===== src/hw/rtl/ispf_pkg.sv =====
// Shared types and constants for the IMU serial frame parser.
package ispf_pkg;

  // Frame layout.
  localparam logic [7:0] HEADER_BYTE      = 8'h55;
  localparam logic [7:0] FRAME_TYPE_RESET = 8'h53;
  localparam logic [3:0] HEADER_POS       = 4'd1;
  localparam logic [3:0] BODY_START_POS   = 4'd2;
  localparam logic [3:0] VALUE_LOW_POS    = 4'd4;
  localparam logic [3:0] VALUE_HIGH_POS   = 4'd5;
  localparam logic [3:0] CHECK_POS        = 4'd10;

  // Degree conversion: raw * 180 / 256 gives Q9.7 degrees.
  localparam int                 PROD_W     = 25;
  localparam logic signed [24:0] DEG_SCALE  = 25'sd180;
  localparam int                 SCALE_SHIFT = 8;

  // Configuration register map.
  localparam int         CFG_ADDR_W     = 3;
  localparam logic [0:0] REG_FRAME_TYPE = 1'b0;

  // Parser phase.
  typedef enum logic [1:0] {
    PH_HEADER = 2'd0,
    PH_TYPE   = 2'd1,
    PH_BODY   = 2'd2
  } ispf_phase_t;

  // One result item.
  typedef struct packed {
    logic               checksum_ok;
    logic signed [15:0] raw_value;
    logic signed [15:0] scaled_degrees;
  } ispf_result_t;

endpackage


===== src/hw/rtl/ispf_cfg.sv =====
// APB-style configuration register block holding the expected frame type.
module ispf_cfg (
  input  logic                           clk,
  input  logic                           rst_n,
  input  logic                           psel,
  input  logic                           penable,
  input  logic                           pwrite,
  input  logic [ispf_pkg::CFG_ADDR_W-1:0] paddr,
  input  logic [31:0]                    pwdata,
  output logic [31:0]                    prdata,
  output logic                           pready,
  output logic [7:0]                     frame_type
);
  import ispf_pkg::*;

  logic [7:0] frame_type_r;
  logic [7:0] frame_type_nxt;
  logic       sel_type;

  // Only the word at byte address 0 holds a register.
  assign sel_type = (paddr[CFG_ADDR_W-1] == REG_FRAME_TYPE);

  // Write on the access phase of a selected write.
  always_comb begin
    frame_type_nxt = frame_type_r;
    if (psel && penable && pwrite && sel_type) begin
      frame_type_nxt = pwdata[7:0];
    end
  end

  always_ff @(posedge clk) begin
    if (!rst_n) begin
      frame_type_r <= FRAME_TYPE_RESET;
    end else begin
      frame_type_r <= frame_type_nxt;
    end
  end

  // Read data and a port that never waits.
  assign prdata     = sel_type ? {24'd0, frame_type_r} : 32'd0;
  assign pready     = 1'b1;
  assign frame_type = frame_type_r;

endmodule


===== src/hw/rtl/ispf_parser.sv =====
// Frame parser state and the result computed from the checksum byte.
module ispf_parser (
  input  logic                   clk,
  input  logic                   rst_n,
  input  logic                   accept,
  input  logic [7:0]             rx_byte,
  input  logic [7:0]             frame_type,
  output logic                   res_valid,
  output ispf_pkg::ispf_result_t res
);
  import ispf_pkg::*;

  ispf_phase_t        phase_r, phase_nxt;
  logic [3:0]         pos_r, pos_nxt;
  logic [7:0]         sum_r, sum_nxt;
  logic [7:0]         low_r, low_nxt;
  logic [7:0]         high_r, high_nxt;
  logic signed [15:0] raw;
  logic signed [PROD_W-1:0] prod;

  // Next state for one accepted byte.
  always_comb begin
    phase_nxt = phase_r;
    pos_nxt   = pos_r;
    sum_nxt   = sum_r;
    low_nxt   = low_r;
    high_nxt  = high_r;
    res_valid = 1'b0;
    if (accept) begin
      case (phase_r)
        PH_TYPE: begin
          if (rx_byte == frame_type) begin
            sum_nxt   = sum_r + rx_byte;
            pos_nxt   = BODY_START_POS;
            phase_nxt = PH_BODY;
          end
        end
        PH_BODY: begin
          if (pos_r < CHECK_POS) begin
            sum_nxt = sum_r + rx_byte;
            if (pos_r == VALUE_LOW_POS) begin
              low_nxt = rx_byte;
            end else if (pos_r == VALUE_HIGH_POS) begin
              high_nxt = rx_byte;
            end
            pos_nxt = pos_r + 4'd1;
          end else begin
            res_valid = 1'b1;
            phase_nxt = PH_HEADER;
            pos_nxt   = 4'd0;
            sum_nxt   = 8'd0;
          end
        end
        default: begin
          phase_nxt = PH_HEADER;
          if (rx_byte == HEADER_BYTE) begin
            sum_nxt   = HEADER_BYTE;
            pos_nxt   = HEADER_POS;
            phase_nxt = PH_TYPE;
          end
        end
      endcase
    end
  end

  always_ff @(posedge clk) begin
    if (!rst_n) begin
      phase_r <= PH_HEADER;
      pos_r   <= 4'd0;
      sum_r   <= 8'd0;
      low_r   <= 8'd0;
      high_r  <= 8'd0;
    end else begin
      phase_r <= phase_nxt;
      pos_r   <= pos_nxt;
      sum_r   <= sum_nxt;
      low_r   <= low_nxt;
      high_r  <= high_nxt;
    end
  end

  // Result fields; the arithmetic shift of the product floors the scaled value.
  assign raw  = $signed({high_r, low_r});
  assign prod = PROD_W'(raw) * DEG_SCALE;

  assign res.checksum_ok    = (sum_r == rx_byte);
  assign res.raw_value      = raw;
  assign res.scaled_degrees = prod[SCALE_SHIFT+15:SCALE_SHIFT];

endmodule


===== src/hw/rtl/ispf_out_buf.sv =====
// Output register with a skid entry so input bytes keep flowing under a stall.
module ispf_out_buf (
  input  logic                   clk,
  input  logic                   rst_n,
  input  logic                   push,
  input  ispf_pkg::ispf_result_t push_data,
  input  logic                   out_stall,
  output logic                   out_valid,
  output ispf_pkg::ispf_result_t out_data,
  output logic                   full
);
  import ispf_pkg::*;

  logic         main_valid_r, main_valid_nxt;
  logic         skid_valid_r, skid_valid_nxt;
  ispf_result_t main_r, main_nxt;
  ispf_result_t skid_r, skid_nxt;
  logic         pop;

  assign pop = main_valid_r && !out_stall;

  // Refill the output register from the skid entry first, then from new results.
  always_comb begin
    main_valid_nxt = main_valid_r;
    skid_valid_nxt = skid_valid_r;
    main_nxt       = main_r;
    skid_nxt       = skid_r;
    if (skid_valid_r) begin
      if (pop) begin
        main_nxt       = skid_r;
        skid_valid_nxt = 1'b0;
      end
    end else if (push) begin
      if (!main_valid_r || pop) begin
        main_nxt       = push_data;
        main_valid_nxt = 1'b1;
      end else begin
        skid_nxt       = push_data;
        skid_valid_nxt = 1'b1;
      end
    end else if (pop) begin
      main_valid_nxt = 1'b0;
    end
  end

  always_ff @(posedge clk) begin
    if (!rst_n) begin
      main_valid_r <= 1'b0;
      skid_valid_r <= 1'b0;
    end else begin
      main_valid_r <= main_valid_nxt;
      skid_valid_r <= skid_valid_nxt;
    end
  end

  always_ff @(posedge clk) begin
    main_r <= main_nxt;
    skid_r <= skid_nxt;
  end

  assign out_valid = main_valid_r;
  assign out_data  = main_r;
  assign full      = skid_valid_r;

endmodule


===== src/hw/rtl/imu_serial_frame_parser_top.sv =====
// Top level of the IMU serial frame parser.
//
// The input channel takes one received serial byte per item (in_valid,
// in_stall, in_rx_byte). The block finds 11-byte frames: header 0x55, the
// byte held in the frame type register, eight data bytes and a checksum.
// On the checksum byte it sends one result item on the output channel
// (out_valid, out_stall): the checksum flag, the signed value in frame
// bytes 4 and 5, and that value in Q9.7 degrees. Other bytes give no item.
// The frame type register (reset 0x53) sits at byte address 0 of the
// APB-style port; pready is always high.
// A byte is taken every cycle while in_stall is low. A result item is written
// to the output register, or to the skid entry behind a stalled result.
// When the receiver stalls, one further result fits in a skid entry; once
// that entry is occupied, in_stall stays high until the receiver takes the
// result in the output register.
// Synchronous reset clears the parser to wait for a header, empties the
// output stage and restores the frame type register.
module imu_serial_frame_parser_top (
  input  logic                           clk,
  input  logic                           rst_n,
  input  logic                           in_valid,
  output logic                           in_stall,
  input  logic [7:0]                     in_rx_byte,
  output logic                           out_valid,
  input  logic                           out_stall,
  output logic                           out_checksum_ok,
  output logic signed [15:0]             out_raw_value,
  output logic signed [15:0]             out_scaled_degrees,
  input  logic                           psel,
  input  logic                           penable,
  input  logic                           pwrite,
  input  logic [ispf_pkg::CFG_ADDR_W-1:0] paddr,
  input  logic [31:0]                    pwdata,
  output logic [31:0]                    prdata,
  output logic                           pready
);
  import ispf_pkg::*;

  logic         in_accept;
  logic [7:0]   frame_type;
  logic         res_valid;
  ispf_result_t res;
  ispf_result_t out_data;
  logic         buf_full;

  // Configuration register.
  ispf_cfg u_cfg (
    .clk        (clk),
    .rst_n      (rst_n),
    .psel       (psel),
    .penable    (penable),
    .pwrite     (pwrite),
    .paddr      (paddr),
    .pwdata     (pwdata),
    .prdata     (prdata),
    .pready     (pready),
    .frame_type (frame_type)
  );

  assign in_accept = in_valid && !in_stall;

  // Frame parser.
  ispf_parser u_parser (
    .clk        (clk),
    .rst_n      (rst_n),
    .accept     (in_accept),
    .rx_byte    (in_rx_byte),
    .frame_type (frame_type),
    .res_valid  (res_valid),
    .res        (res)
  );

  // Output register and skid entry.
  ispf_out_buf u_out_buf (
    .clk       (clk),
    .rst_n     (rst_n),
    .push      (res_valid),
    .push_data (res),
    .out_stall (out_stall),
    .out_valid (out_valid),
    .out_data  (out_data),
    .full      (buf_full)
  );

  assign in_stall           = buf_full;
  assign out_checksum_ok    = out_data.checksum_ok;
  assign out_raw_value      = out_data.raw_value;
  assign out_scaled_degrees = out_data.scaled_degrees;

endmodule


===== config.mk =====
export PLATFORM = sky130hd
export DESIGN_NAME = imu_serial_frame_parser_top
export DESIGN_NICKNAME = d
export VERILOG_FILES = /design/src/hw/rtl/ispf_pkg.sv /design/src/hw/rtl/ispf_cfg.sv /design/src/hw/rtl/ispf_parser.sv /design/src/hw/rtl/ispf_out_buf.sv /design/src/hw/rtl/imu_serial_frame_parser_top.sv
export SDC_FILE = /design/constraint.sdc
export NUM_CORES = 1
export LEC_CHECK = 0
export BUFFER_PORTS_ARGS = -buffer_cell sky130_fd_sc_hd__buf_2
export CORE_MARGIN = 8
export CORE_UTILIZATION = 38
export DETAILED_ROUTE_END_ITERATION = 16
export PLACE_DENSITY = 0.66
export SLEW_MARGIN = 5
export SYNTH_ARGS = -nofsm -noshare
export SYNTH_HDL_FRONTEND = slang
export SYNTH_SLANG_ARGS = --single-unit

===== constraint.sdc =====
create_clock -name clk -period 5.8 [get_ports clk]
set_clock_uncertainty 0.2 [all_clocks]
set_input_delay 0.87 -clock clk [delete_from_list [all_inputs] [get_ports clk]]
set_output_delay 0.87 -clock clk [all_outputs]
set_load 0.01 [all_outputs]

Word level (Yosys, flattened, before mapping)
Cells that the tools add are included.
{"block": "classes", "n_addsub": 2, "n_mul": 1, "n_lt_le_gt_ge": 1, "n_eq_ne": 11, "mux": 27, "bitwise": 4, "reduce_logical": 20}
{"op": "2-to-1 mux 33 bit", "n": 4}
{"op": "2-to-1 mux 8 bit", "n": 4}
{"op": "multiplier 16 x 7 -> 22 bit, second input constant", "n": 1}
{"op": "equality test 8 bit", "n": 2}
{"op": "case mux 8 bit (2 select lines)", "n": 1}
{"op": "AND reduction 3 bit", "n": 5}
{"op": "2-to-1 mux 4 bit", "n": 3}
{"op": "2-to-1 mux 1 bit", "n": 11}
{"op": "adder 8 bit", "n": 1}
{"op": "equality test 4 x 3 -> 1 bit, second input constant", "n": 2}
{"op": "equality test 8 x 7 -> 1 bit, second input constant", "n": 1}
{"op": "case mux 4 bit (2 select lines)", "n": 1}
{"op": "nonzero test 2 bit", "n": 3}
{"op": "logical AND 1 bit", "n": 5}
{"op": "AND reduction 5 bit", "n": 1}
{"op": "adder 4 x 1 -> 4 bit, second input constant", "n": 1}
{"op": "< comparator 4 bit, second input constant", "n": 1}
{"op": "2-to-1 mux 2 bit", "n": 2}
{"op": "inequality test 2 x 1 -> 1 bit, second input constant", "n": 2}
{"op": "inequality test 2 bit, second input constant", "n": 2}
{"op": "NOT 1 bit", "n": 4}
{"op": "case mux 2 bit (2 select lines)", "n": 1}
{"op": "AND reduction 4 bit", "n": 1}
{"op": "zero test 1 bit", "n": 3}
{"op": "4 further kinds", "n": 4}
{"block": "word_totals", "reg_bits": 106, "output_inout_bits": 68, "word_cells": 80}

Depth between registers and ports, before layout
{"block": "depth", "depth_word": 6, "ltp_mapped": 16}

Hierarchy
From an unflattened synthesis, not the netlist that was laid out.
{"block": "unflattened", "cells_unflattened": 589, "hier_area_um2": 6856.6}
{"module": "ispf_parser", "n_inst": 1, "cells_each": 402, "area_per_inst_um2": 3611.0, "seq_area_each_um2": 600.6}
{"module": "ispf_out_buf", "n_inst": 1, "cells_each": 116, "area_per_inst_um2": 2621.3, "seq_area_each_um2": 2021.9}
{"module": "ispf_cfg", "n_inst": 1, "cells_each": 70, "area_per_inst_um2": 610.6, "seq_area_each_um2": 160.2}
{"module": "imu_serial_frame_parser_top", "n_inst": 1, "cells_each": 1, "area_per_inst_um2": 13.8, "seq_area_each_um2": 0.0}

Worst setup path before layout
OpenSTA, ideal clock, no wires.
{"block": "synth_path", "path_type": "register to register", "startpoint": "register u_parser.low_r[5]", "endpoint": "register u_out_buf.main_r, in the netlist u_out_buf.out_data[8] (data pin)", "setup_time_ns": 0.260, "arrival_ns": 3.761, "required_time_ns": 5.340, "path_slack_ns": 1.579, "path_stages_with_launch": 14, "n_path_buf": 0, "cell_sequence": "dfxtp_1 > ha_1 > ha_1 > fa_1 > inv_1 > fa_1 > inv_1 > ha_1 > a21o_1 > a31o_1 > a31o_1 > a221oi_4 > xnor2_1 > mux2_2"}
{"element": "start, declared", "line": "ispf_parser.sv:16", "source": "logic [7:0] low_r, low_nxt;"}
{"element": "start signal, assigned", "line": "ispf_parser.sv:77", "source": "low_r <= low_nxt;"}
{"element": "end signal, assigned", "line": "ispf_out_buf.sv:57", "source": "main_r <= main_nxt;"}
{"element": "end, declared", "line": "ispf_out_buf.sv:16", "source": "ispf_result_t main_r, main_nxt;"}

==> results <==
- The synthesized area divided by synthesized cell count is 10.54 um2.
- The final max-slew violation count is 0.
- The signal on the critical path passes through inv_1, ha_1, inv_1, ha_1, inv_1, fa_1, inv_1, fa_1, ha_1, and2_1, a41oi_1, o21ai_0, a31o_2, o21a_1, o31ai_1.
- The first global-routing pass estimated 23290 um of wire.
- The clock tree root buffer cell is clkbuf_16.
- The final net count is 846.
- The floorplan step defined a die boundary enclosing 0.02254 mm2.
- The cell repeated most along the worst path is inv_1.
- The total negative slack is 0 ns.
- The yosys synthesis warning count is 0.
- STA puts the critical path data arrival time at 4.58 ns.
- At the pin with the least slew margin, the transition time is 1.093 ns.
- The run finished with clean final reports.
- Pin placement for this block handled 118 I/O pins.
- The post-detailed-route wirelength per cell is 14.83 um.
- TritonCTS built the clock tree.
- The async set-or-reset flop fraction in the synthesized netlist is 0%.
- The antenna cell count is 0.
- For this run, the slowest stage of the critical path takes 0.52 ns.
- The number of synthesized register bits is 106.
- Counting both buffers and inverters, the worst setup path holds a total of 4.
- Across the run, the number of max-cap violations was 0.
- The total clock buffers created by CTS is 9.
- After legalization and detailed placement, the total HPWL measured 10350 um.
- On the critical path, the stage with the largest delay is an instance of fa_1.
- The worst slew slack as a fraction of its limit is 27.00%.
- Once the clock tree was built, the setup fixing pass inserted 0 buffers.
- Clock-pin slew was measured on the worst setup and hold paths at 0.08 ns.
- The DRC marker count from the first detailed-route iteration is 151.
- The synthesized netlist occupies a cell area of 0.006838 mm2.
- The most used flip-flop cell after synthesis is edfxtp_1.
- For this block, the routed nets add up to 13940 um of wire.
- STA classifies the critical path endpoint as a flop.
- From bottom edge to top edge, the die measures 150.1 um.
- The area overhead of the layout relative to synthesis is 11.66%.
- The later-pin clock latency in the skew report is 0.35 ns.
- The H-tree depth reported by CTS is 3.
- The highest clock rate is 217.5 MHz.
- The worst vdd rail ir drop is 0.1461 mV.
- Before antenna repair, the detailed router went through 4 iterations.
- The cell family contributing the most delay on the critical path is adder cells.
- The floorplan has 49 rows.
- The die is 150.1 um wide.
- The total grt overflow is 0.
- The power density normalized to cell area is 199.5 mW/mm2.
- Routability-driven placement finished with a final weighted congestion of 0.8465.
- The core outline area is 0.01784 mm2.
- The initial core utilization is 38.33%.
- Dividing the detail-routed via count by the number of cells gives 4.931.
- Of the synthesized area, sequential elements account for 40.70%.
- Gates resized during post-CTS repair numbered 0.
- The clock net in this run drives a total of 106 sinks.
- In the layout the commonest cells are inv_1 (74), buf_2 (66), edfxtp_1 (66).
- Of the cells placed in the final design, the portion with a size suffix greater than 1 is 16.74%.
- The critical path in this run is classified as reg -> reg.
- The count of endpoints failing hold in the final timing report was 0.
- The largest net degree at the start of global routing is 44.
- The analysis attributes to cell leakage a power of 3.577 nW.
- The gate count of the mapped netlist is 649.
- The ratio of final minimum period to clock period is 79.26%.
- The count of flip-flops with a built-in enable after synthesis is 66.
- The DRC violation count after routing is 0.
- The number of antenna violations at the first check in global routing came to 0.
- The reg-to-reg setup timing slack is 1.20 ns.
- The final hold slack is 0.2789 ns.
- The worst hold path class is reg -> reg.
- The number of distinct standard cells referenced by the synthesized netlist is 62.
- The overall via count from detail_route is 4635.
- The number of hold buffers added after CTS was 0.
- Counting I/O delays and the setup requirement, the final critical path takes 4.597 ns.
- The data required time of the critical path is 5.78 ns.
- Setup repair after global routing left no endpoint under its margin.
- The startpoint type of the worst setup path is a flop.
- The number of setup violations in the final report is 0.
- During placement, the flow inserted port buffers numbering 66.
- The largest fanout on the critical path is 10.
- Leaving out fill and tap cells, the most frequent cell in the layout is inv_1.
- The number of global-route vias before repair came to 4693.
- The number of nets with antenna violations after detailed routing is 0.
- The total global routing track utilization is 12.98%.
- The clock passes through at most 2 buffers.
-- layout make-up --
| cell class | instances | area, um2 |
|---|---|---|
| clock buffers | 11 | 254.0 |
| well taps | 229 | 286.5 |
| repair buffers | 70 | 360.3 |
| clock inverters | 5 | 67.56 |
| multi-input cells | 444 | 3602 |
| fillers | 1744 | 10210 |
| flip-flops and latches | 106 | 2783 |
| inverters | 75 | 281.5 |
-- registers in the layout, summed over array words and instances, names as in the netlist --
| name | flops |
|---|---|
| u_parser.pos_r | 4 |
| u_parser.sum_r | 8 |
| u_parser.low_r | 8 |
| u_parser.high_r | 8 |
| u_out_buf.full | 1 |
| u_out_buf.skid_r | 33 |
| u_out_buf.out_data | 33 |
| u_parser.phase_r | 2 |
| u_out_buf.out_valid | 1 |
| u_cfg.frame_type | 8 |
-- metrics by stage --
| stage | std cells | total power [mW] | worst slack, ns | area [um2] | utilization [%] |
|---|---|---|---|---|---|
| 2_1_floorplan | 672 | 0.8740 | 1.579 | 6924 | - |
| 3_3_place_gp | 924 | 0.8876 | 1.276 | 7313 | 40.99 |
| 3_5_place_dp | 924 | 0.8889 | 1.231 | 7313 | 40.99 |
| 4_1_cts | 940 | 1.544 | 1.200 | 7635 | 42.79 |
| 5_1_grt | 940 | 1.577 | 0.9533 | 7635 | 42.79 |
| 6_report | 940 | 1.523 | 1.203 | 7635 | 42.79 |
-- synth_stat cells (12+ instances only) --
library cell | count | area [um2]
a21oi_1 | 25 | 125.1
buf_4 | 25 | 187.7
clkbuf_1 | 16 | 60.06
dfxtp_1 | 40 | 800.8
edfxtp_1 | 66 | 1982
fa_1 | 28 | 560.5
ha_1 | 62 | 775.7
inv_1 | 74 | 277.8
mux2_2 | 19 | 214.0
mux2i_1 | 17 | 170.2
nand2_1 | 53 | 198.9
nand3_1 | 12 | 60.06
nor2_1 | 44 | 165.2
nor2b_1 | 13 | 81.33
o21ai_0 | 16 | 80.08
xnor2_1 | 26 | 227.7
-- final timing paths --
path                            cells after the start                                to                        startpoint
worst max-delay path                               15  u_out_buf.out_data[15]$_DFFE_PP_   u_parser.high_r[6]$_SDFFE_PN0P_
worst min-delay path                                2  u_cfg.frame_type[7]$_SDFFE_PN0P_  u_cfg.frame_type[7]$_SDFFE_PN0P_
worst max register to register                     15  u_out_buf.out_data[15]$_DFFE_PP_   u_parser.high_r[6]$_SDFFE_PN0P_
worst min register to register                      2  u_cfg.frame_type[7]$_SDFFE_PN0P_  u_cfg.frame_type[7]$_SDFFE_PN0P_
-- layer usage --
metal  part of all wire, %  vias up  global-route usage, %  wire, um
met5                     0        -                      0         0
met4                   1.5        0                  4.598       206
met3                   5.0       17                  3.276       691
met2                    46      101                  21.31      6405
met1                    48     2194                  16.32      6639
li1                      -     2323                      -         -
-- worst min-delay path: cells and delay by family, from the launching register on --
family             cells  cell delay [ns]
and+or+nand+nor        1             0.06
DFF                    1             0.33
AOI/OAI and AO/OA      1             0.05
-- cell families after synthesis --
family | after synthesis | share of synthesized area [%]
AND/OR/NAND/NOR | 166 | 11.84
buffers and inverters | 122 | 8.143
flip-flops | 106 | 40.70
AO/OA/AOI/OAI | 95 | 9.955
adder cells (fa/ha/maj) | 90 | 19.54
multiplexers | 36 | 5.618
XOR/XNOR | 32 | 4.099
other | 2 | 0.1098
-- power by group --
part           leakage (nW)  internal [mW]  total [mW]  switching, mW
logic                  2.41         0.0274      0.0748         0.0473
clock network         0.157          0.367       0.651          0.283
registers              1.01          0.794       0.797        0.00303
Power figures use the tool's default switching activity.
